## src/design/bbox_pkg.sv

```systemverilog
// Shared types and constants for the black border bounding box block.
`default_nettype none

package bbox_pkg;

  localparam int unsigned SizeWidth  = 13;
  localparam int unsigned LumaWidth  = 8;
  localparam int unsigned CoordWidth = 12;

  localparam logic [LumaWidth-1:0] DEFAULT_BLACK_LEVEL = 8'd24;
  localparam logic [SizeWidth-1:0] RESET_FRAME_SIZE    = 13'd4096;

  typedef enum logic [1:0] {
    REG_FRAME_WIDTH  = 2'd0,
    REG_FRAME_HEIGHT = 2'd1,
    REG_BLACK_LEVEL  = 2'd2
  } cfg_reg_t;

  typedef struct packed {
    logic [SizeWidth-1:0] width;
    logic [SizeWidth-1:0] height;
    logic [LumaWidth-1:0] threshold;
  } frame_cfg_t;

  typedef struct packed {
    logic                  has_video;
    logic [CoordWidth-1:0] left;
    logic [CoordWidth-1:0] top;
    logic [SizeWidth-1:0]  width;
    logic [SizeWidth-1:0]  height;
  } box_t;

endpackage

`default_nettype wire

```

## src/design/bbox_cfg.sv

```systemverilog
// Configuration registers and effective frame size and threshold.
`default_nettype none

module bbox_cfg #(
  parameter int unsigned MAX_WIDTH  = 4096,
  parameter int unsigned MAX_HEIGHT = 4096
) (
  input  wire logic                           clk,
  input  wire logic                           rst_n,
  input  wire logic                           cfg_we,
  input  wire bbox_pkg::cfg_reg_t             cfg_index,
  input  wire logic [bbox_pkg::SizeWidth-1:0] cfg_data,
  output bbox_pkg::frame_cfg_t                frame_cfg
);

  logic [bbox_pkg::SizeWidth-1:0] frame_width_r;
  logic [bbox_pkg::SizeWidth-1:0] frame_height_r;
  logic [bbox_pkg::LumaWidth-1:0] black_level_r;

  always_ff @(posedge clk) begin
    if (!rst_n) begin
      frame_width_r  <= bbox_pkg::RESET_FRAME_SIZE;
      frame_height_r <= bbox_pkg::RESET_FRAME_SIZE;
      black_level_r  <= bbox_pkg::DEFAULT_BLACK_LEVEL;
    end else if (cfg_we) begin
      case (cfg_index)
        bbox_pkg::REG_FRAME_WIDTH:  frame_width_r  <= cfg_data;
        bbox_pkg::REG_FRAME_HEIGHT: frame_height_r <= cfg_data;
        bbox_pkg::REG_BLACK_LEVEL:  black_level_r  <= cfg_data[bbox_pkg::LumaWidth-1:0];
        default: ;
      endcase
    end
  end

  // clamp sizes to 1..MAX, substitute the default threshold for zero
  always_comb begin
    if (frame_width_r == '0) begin
      frame_cfg.width = bbox_pkg::SizeWidth'(1);
    end else if (32'(frame_width_r) > 32'(MAX_WIDTH)) begin
      frame_cfg.width = bbox_pkg::SizeWidth'(MAX_WIDTH);
    end else begin
      frame_cfg.width = frame_width_r;
    end
    if (frame_height_r == '0) begin
      frame_cfg.height = bbox_pkg::SizeWidth'(1);
    end else if (32'(frame_height_r) > 32'(MAX_HEIGHT)) begin
      frame_cfg.height = bbox_pkg::SizeWidth'(MAX_HEIGHT);
    end else begin
      frame_cfg.height = frame_height_r;
    end
    frame_cfg.threshold = (black_level_r == '0) ? bbox_pkg::DEFAULT_BLACK_LEVEL
                                                : black_level_r;
  end

endmodule

`default_nettype wire

```

## src/design/bbox_tracker.sv

```systemverilog
// Column and row counters, video extent tracking and crop box result.
`default_nettype none

module bbox_tracker #(
  parameter int unsigned MAX_WIDTH  = 4096,
  parameter int unsigned MAX_HEIGHT = 4096
) (
  input  wire logic                           clk,
  input  wire logic                           rst_n,
  input  wire logic                           advance,
  input  wire logic [bbox_pkg::LumaWidth-1:0] luma,
  input  wire bbox_pkg::frame_cfg_t           frame_cfg,
  output logic                                frame_end,
  output bbox_pkg::box_t                      box
);

  localparam int unsigned CW = $clog2(MAX_WIDTH);
  localparam int unsigned RW = $clog2(MAX_HEIGHT);

  logic [CW-1:0] col_count_r, col_count_nxt;
  logic [RW-1:0] row_count_r, row_count_nxt;
  logic [RW-1:0] top_row_r, top_row_nxt, top_row_upd;
  logic [RW-1:0] bottom_row_r, bottom_row_nxt, bottom_row_upd;
  logic [CW-1:0] min_col_r, min_col_nxt, min_col_upd;
  logic [CW-1:0] max_col_r, max_col_nxt, max_col_upd;
  logic          seen_video_r, seen_video_nxt, seen_video_upd;
  logic          video;
  logic          last_col;
  logic          last_row;

  always_comb begin
    video    = luma > frame_cfg.threshold;
    last_col = (32'(col_count_r) + 32'd1) >= 32'(frame_cfg.width);
    last_row = (32'(row_count_r) + 32'd1) >= 32'(frame_cfg.height);
    frame_end = last_col && last_row;

    top_row_upd    = top_row_r;
    bottom_row_upd = bottom_row_r;
    min_col_upd    = min_col_r;
    max_col_upd    = max_col_r;
    seen_video_upd = seen_video_r;
    if (video) begin
      if (!seen_video_r) begin
        top_row_upd = row_count_r;
      end
      bottom_row_upd = row_count_r;
      if (!seen_video_r || col_count_r < min_col_r) begin
        min_col_upd = col_count_r;
      end
      if (!seen_video_r || col_count_r > max_col_r) begin
        max_col_upd = col_count_r;
      end
      seen_video_upd = 1'b1;
    end

    if (seen_video_upd) begin
      box.has_video = 1'b1;
      box.left      = bbox_pkg::CoordWidth'(32'(min_col_upd));
      box.top       = bbox_pkg::CoordWidth'(32'(top_row_upd));
      box.width     = bbox_pkg::SizeWidth'(32'(max_col_upd) - 32'(min_col_upd) + 32'd1);
      box.height    = bbox_pkg::SizeWidth'(32'(bottom_row_upd) - 32'(top_row_upd) + 32'd1);
    end else begin
      box = '0;
    end

    if (frame_end) begin
      col_count_nxt  = '0;
      row_count_nxt  = '0;
      top_row_nxt    = '0;
      bottom_row_nxt = '0;
      min_col_nxt    = CW'(MAX_WIDTH - 1);
      max_col_nxt    = '0;
      seen_video_nxt = 1'b0;
    end else begin
      top_row_nxt    = top_row_upd;
      bottom_row_nxt = bottom_row_upd;
      min_col_nxt    = min_col_upd;
      max_col_nxt    = max_col_upd;
      seen_video_nxt = seen_video_upd;
      if (last_col) begin
        col_count_nxt = '0;
        row_count_nxt = row_count_r + RW'(1);
      end else begin
        col_count_nxt = col_count_r + CW'(1);
        row_count_nxt = row_count_r;
      end
    end
  end

  always_ff @(posedge clk) begin
    if (!rst_n) begin
      col_count_r  <= '0;
      row_count_r  <= '0;
      top_row_r    <= '0;
      bottom_row_r <= '0;
      min_col_r    <= CW'(MAX_WIDTH - 1);
      max_col_r    <= '0;
      seen_video_r <= 1'b0;
    end else if (advance) begin
      col_count_r  <= col_count_nxt;
      row_count_r  <= row_count_nxt;
      top_row_r    <= top_row_nxt;
      bottom_row_r <= bottom_row_nxt;
      min_col_r    <= min_col_nxt;
      max_col_r    <= max_col_nxt;
      seen_video_r <= seen_video_nxt;
    end
  end

endmodule

`default_nettype wire

```

## src/design/black_border_bounding_box.sv

```systemverilog
// Top level of the black border bounding box (letterbox crop detect) block.
// Usage:
//   Input channel in_valid/in_ready/in_luma carries one luma word per pixel in
//   raster order; the block counts column and row itself against frame_width
//   and frame_height. Result channel out_valid/out_ready carries one word per
//   frame, issued on the last pixel: has_video and the crop box
//   (left, top, width, height), all zero when the frame is wholly black.
//   Configuration: cfg_we with cfg_index (0 width, 1 height, 2 black level)
//   and cfg_data; write only while no pixel is in flight.
//   Path: a pixel is held in the input register, and the result of a frame's
//   last pixel is loaded into the output register as that pixel advances, so
//   out_valid rises in the cycle after that advance.
//   Throughput: one pixel per cycle unless a frame-ending pixel stalls, set by
//   the single tracker update between the input and result registers.
//   Stall: while the output register holds an untaken result, pixels that do
//   not end a frame still advance; a frame-ending pixel waits in the input
//   register, and in_ready drops only then.
//   Reset: width, height 4096, black level 24, counters and extents cleared.
`default_nettype none

module black_border_bounding_box #(
  parameter int unsigned MAX_WIDTH  = 4096,
  parameter int unsigned MAX_HEIGHT = 4096
) (
  input  wire logic                            clk,
  input  wire logic                            rst_n,
  input  wire logic                            in_valid,
  output logic                                 in_ready,
  input  wire logic [bbox_pkg::LumaWidth-1:0]  in_luma,
  output logic                                 out_valid,
  input  wire logic                            out_ready,
  output logic                                 out_has_video,
  output logic [bbox_pkg::CoordWidth-1:0]      out_box_left,
  output logic [bbox_pkg::CoordWidth-1:0]      out_box_top,
  output logic [bbox_pkg::SizeWidth-1:0]       out_box_width,
  output logic [bbox_pkg::SizeWidth-1:0]       out_box_height,
  input  wire logic                            cfg_we,
  input  wire bbox_pkg::cfg_reg_t              cfg_index,
  input  wire logic [bbox_pkg::SizeWidth-1:0]  cfg_data
);

  bbox_pkg::frame_cfg_t           frame_cfg;
  bbox_pkg::box_t                 box;
  bbox_pkg::box_t                 box_r;
  logic                           frame_end;
  logic                           advance;
  logic                           in_valid_r, in_valid_nxt;
  logic [bbox_pkg::LumaWidth-1:0] in_luma_r;
  logic                           out_valid_r, out_valid_nxt;

  bbox_cfg #(
    .MAX_WIDTH  (MAX_WIDTH),
    .MAX_HEIGHT (MAX_HEIGHT)
  ) u_cfg (
    .clk       (clk),
    .rst_n     (rst_n),
    .cfg_we    (cfg_we),
    .cfg_index (cfg_index),
    .cfg_data  (cfg_data),
    .frame_cfg (frame_cfg)
  );

  bbox_tracker #(
    .MAX_WIDTH  (MAX_WIDTH),
    .MAX_HEIGHT (MAX_HEIGHT)
  ) u_tracker (
    .clk       (clk),
    .rst_n     (rst_n),
    .advance   (advance),
    .luma      (in_luma_r),
    .frame_cfg (frame_cfg),
    .frame_end (frame_end),
    .box       (box)
  );

  always_comb begin
    advance  = in_valid_r && (!frame_end || !out_valid_r || out_ready);
    in_ready = !in_valid_r || advance;
    if (in_valid && in_ready) begin
      in_valid_nxt = 1'b1;
    end else if (advance) begin
      in_valid_nxt = 1'b0;
    end else begin
      in_valid_nxt = in_valid_r;
    end
    if (advance && frame_end) begin
      out_valid_nxt = 1'b1;
    end else if (out_ready) begin
      out_valid_nxt = 1'b0;
    end else begin
      out_valid_nxt = out_valid_r;
    end
  end

  always_ff @(posedge clk) begin
    if (!rst_n) begin
      in_valid_r  <= 1'b0;
      out_valid_r <= 1'b0;
    end else begin
      in_valid_r  <= in_valid_nxt;
      out_valid_r <= out_valid_nxt;
    end
  end

  always_ff @(posedge clk) begin
    if (in_valid && in_ready) begin
      in_luma_r <= in_luma;
    end
    if (advance && frame_end) begin
      box_r <= box;
    end
  end

  assign out_valid      = out_valid_r;
  assign out_has_video  = box_r.has_video;
  assign out_box_left   = box_r.left;
  assign out_box_top    = box_r.top;
  assign out_box_width  = box_r.width;
  assign out_box_height = box_r.height;

  a_result_loaded: assert property (@(posedge clk) disable iff (!rst_n)
    advance && frame_end |=> out_valid_r)
    else $error("frame end did not load the result register");

  a_pixel_held: assert property (@(posedge clk) disable iff (!rst_n)
    in_valid_r && frame_end && out_valid_r && !out_ready |=>
      in_valid_r && $stable(in_luma_r))
    else $error("frame-ending pixel lost while the result stalled");

  a_black_box_zero: assert property (@(posedge clk) disable iff (!rst_n)
    out_valid_r && !box_r.has_video |->
      box_r.left == '0 && box_r.top == '0 && box_r.width == '0 && box_r.height == '0)
    else $error("black frame reported a non-zero box");

endmodule

`default_nettype wire
```

## config.mk

```make
export PLATFORM = sky130hd
export DESIGN_NAME = black_border_bounding_box
export DESIGN_NICKNAME = d
export VERILOG_FILES = /design/src/design/bbox_pkg.sv /design/src/design/bbox_cfg.sv /design/src/design/bbox_tracker.sv /design/src/design/black_border_bounding_box.sv
export SDC_FILE = /design/constraint.sdc
export NUM_CORES = 1
export LEC_CHECK = 0
export BUFFER_PORTS_ARGS = -buffer_cell sky130_fd_sc_hd__buf_2
export CORE_AREA = 3 3 146 148
export CTS_CLUSTER_SIZE = 16
export DETAILED_ROUTE_END_ITERATION = 8
export DIE_AREA = 0 0 149 151
export GPL_ROUTABILITY_DRIVEN = 0
export PLACE_DENSITY = 0.68
export SETUP_SLACK_MARGIN = 0.15
export SKIP_LAST_GASP = 1
export SLEW_MARGIN = 20
export SYNTH_ARGS = -nofsm -noshare
export SYNTH_HDL_FRONTEND = slang
export SYNTH_SLANG_ARGS = --single-unit
```

## constraint.sdc

```tcl
create_clock -name clk -period 9.2 [get_ports clk]
set_clock_uncertainty 0.15 [all_clocks]
set_input_delay 1.84 -clock clk [delete_from_list [all_inputs] [get_ports clk]]
set_output_delay 1.84 -clock clk [all_outputs]
set_load 0.005 [all_outputs]
```

==> flow_summary.yaml <==
die:
  die_w_microns: 149
  fp.coreArea_sq_um: 20200
  die_height_microns: 151
  core.rowCount: 52
  io_pins: 81
  dieArea_sq_um: 22500
  start_util_pct: 49.4
timing:
  hold-worst-slack_ns: 0.314
  period_needed_ns: 6.42
  max-slew-margin-rel_pct: 30.7
  fmax_mhz: 156
  fin_tns_setup_ns: 0
  finalHoldViolCount: 0
  final-setup-viol-count: 0
  drv_slew: 0
  rsz0062_at_grt: "no"
  min_period_over_period_pct: 69.8
  tightest_slew_ns: 1.04
worst_hold_path:
  hold_depth: 2
  hold_path_class: "reg2reg"
cts:
  htree_levels: 4
  cts_tree: "yes"
  post_cts_buffers: 0
  cts_resized: 0
  cts_made_buffers: 17
  clk_path_buf_depth: 2
  cts.sinks: 168
  clkTransAtPathRegs_ns: 0.07
  clock_latency_ns: 0.44
  cts-root-buf: "clkbuf_16"
  cts-hold-fix-buffers: 0
worst_setup_path:
  reg2reg_slack_ns: 3.25
  critPathLaunchType: "flop"
  critPathKind: "reg2out"
  crit_path_end_kind: "output port"
  r2r_cells: 22
  arrival_ns: 4.43
  worst_ep_required_time_ns: 7.21
  path_max_fanout: 11
drt:
  num_vias: 7843
  post_drt_wl_per_cell_microns: 15.5
  viasPerCell: 5.52
  drt_iter0_drc: 407
  drc: 0
  firstDrtPassIters: 5
  drt-total-wl_microns: 22000
  drtAntennaViolNets: 0
synthesis:
  synthCells: 1093
  synthDistinctLibCells: 72
  ys_async_sr_fraction_pct: 0
  synth-edff-count: 59
  synth_area_sq_um: 9950
  yosysSeqAreaShare_pct: 39.7
  yosys_warnings: 0
  synth-seq-cells: 168
  synth_fp_nets: 1228
  syn_avg_cell_area_sq_um: 9.11
  ys.flop_type: "dfxtp_1"
outcome:
  status: "completed"
power_and_ir_drop:
  max-vdd-ir-drop_v: 0.000138
  p_total_mw: 1.74
  power_per_cell_area_nw_per_um2: 157
  p_leak_nw: 4.52
finish:
  layout-drive-gt1-share_pct: 14.1
  syn_to_final_growth_pct: 11.2
  nets: 1273
  fin_area_sq_um: 11100
  final_util_pct: 54.9
  antenna_cells: 0
placement:
  io_buffers: 80
  place_area_sq_um: 10500
  dpl.hpwl_microns: 16100
global_route:
  grt_pass1_wl_microns: 36500
  grt_max_degree: 53
  antenna_found_initial: 0
  grt_use_total_pct: 20.1
  grt_overflow: 0
  grt_pass1_vias: 7342
job:
  cap_violations: 0
[cell type report]
| class | count | area (sq um) |
|---|---|---|
| Clock buffer | 19 | 443 |
| Fill cell | 1861 | 9100 |
| Timing Repair Buffer | 87 | 453 |
| Inverter | 60 | 226 |
| Tap cell | 270 | 338 |
| Multi-Input combinational cell | 804 | 5500 |
| Clock inverter | 13 | 158 |
| Sequential cell | 168 | 3950 |
[final timing paths]
| kind | start | to |
|---|---|---|
| worst max-delay path | u_tracker.col_count_r[0] | in_ready |
| worst max register to register | u_cfg.black_level_r[4] | out_box_height[11] |
| worst min register to register | u_cfg.frame_height_r[0] | u_cfg.frame_height_r[0] |
| worst min-delay path | u_cfg.frame_height_r[0] | u_cfg.frame_height_r[0] |
[sequential cells by signal (all words and copies together), names as in the netlist]
register	cells
in_luma_r	8
u_cfg.black_level_r	8
u_tracker.min_col_r	12
u_tracker.row_count_r	12
out_valid	1
u_tracker.max_col_r	12
u_tracker.col_count_r	12
out_box_left	12
u_tracker.top_row_r	12
u_cfg.frame_width_r	13
u_cfg.frame_height_r	13
u_tracker.bottom_row_r	12
out_box_width	13
out_box_top	12
out_box_height	13
in_valid_r	1
u_tracker.seen_video_r	1
out_has_video	1
[critical path, stage by stage (launching register included)]
cell and delay (ns):
dfxtp_1 0.52, ha_1 0.28, nand3_1 0.20, nor4_1 0.60, and3_1 0.32, xnor2_1 0.09
ha_1 0.27, nand2_1 0.10, o21ai_0 0.19, a21oi_1 0.14, o31a_1 0.21, nor2_1 0.66
nand3_1 0.24, buf_2 0.19
[cell families after synthesis]
kind of cell | after synthesis | share of synthesized area [%]
AOI/OAI and AO/OA | 263 | 17.1
xor gates and xnor gates | 28 | 2.54
adders and majority gates | 107 | 13.6
buffers and inverters | 121 | 5.17
DFF | 168 | 39.7
muxes | 46 | 4.80
and+or+nand+nor | 360 | 17.1
[where the power goes]
part / internal (mW) / switching, mW
Combinational: 0.0776 / 0.133
Sequential: 0.787 / 0.0133
Clock: 0.415 / 0.315
Total: 1.28 / 0.461
[through the flow]
step	setup slack, ns	cells
2_1_floorplan	4.14	1093
3_3_place_gp	3.40	1389
3_5_place_dp	3.28	1389
4_1_cts	2.83	1421
5_1_grt	2.42	1421
6_report	2.78	1421
[cell usage after synthesis, types with 14 or more instances]
cell type,n,share of area [%]
nand3b_1,14,1.1
ha_1,105,13
o21ai_0,42,2.1
mux2_2,14,1.6
nor2_1,65,2.5
inv_1,59,2.2
dfxtp_1,109,22
clkbuf_1,37,1.4
nor2b_1,14,0.88
mux2i_1,32,3.2
edfxtp_1,59,18
nand2_1,169,6.4
nand3_1,23,1.2
o32ai_1,14,1.2
a21oi_1,93,4.7
o22ai_1,17,1.1
xor2_1,14,1.2
[placed cells by master, fill, tap and decap left out, types with 23 or more instances in the layout]
cell type	netlist	final
dfxtp_1	109	109
edfxtp_1	59	59
nor2_1	65	65
o21ai_0	42	42
a21oi_1	93	93
mux2i_1	32	32
ha_1	105	105
nand2_1	169	169
nand3_1	23	23
inv_1	59	58
buf_2	13	80
[layer usage]
metal	up-vias	routed length, microns	global-route usage [%]
li1	4014	-	-
met1	3660	11100	28.3
met2	148	9750	31.8
met3	21	857	3.32
met4	0	281	6.22
met5	-	0	0
Power figures use the tool's default switching activity.
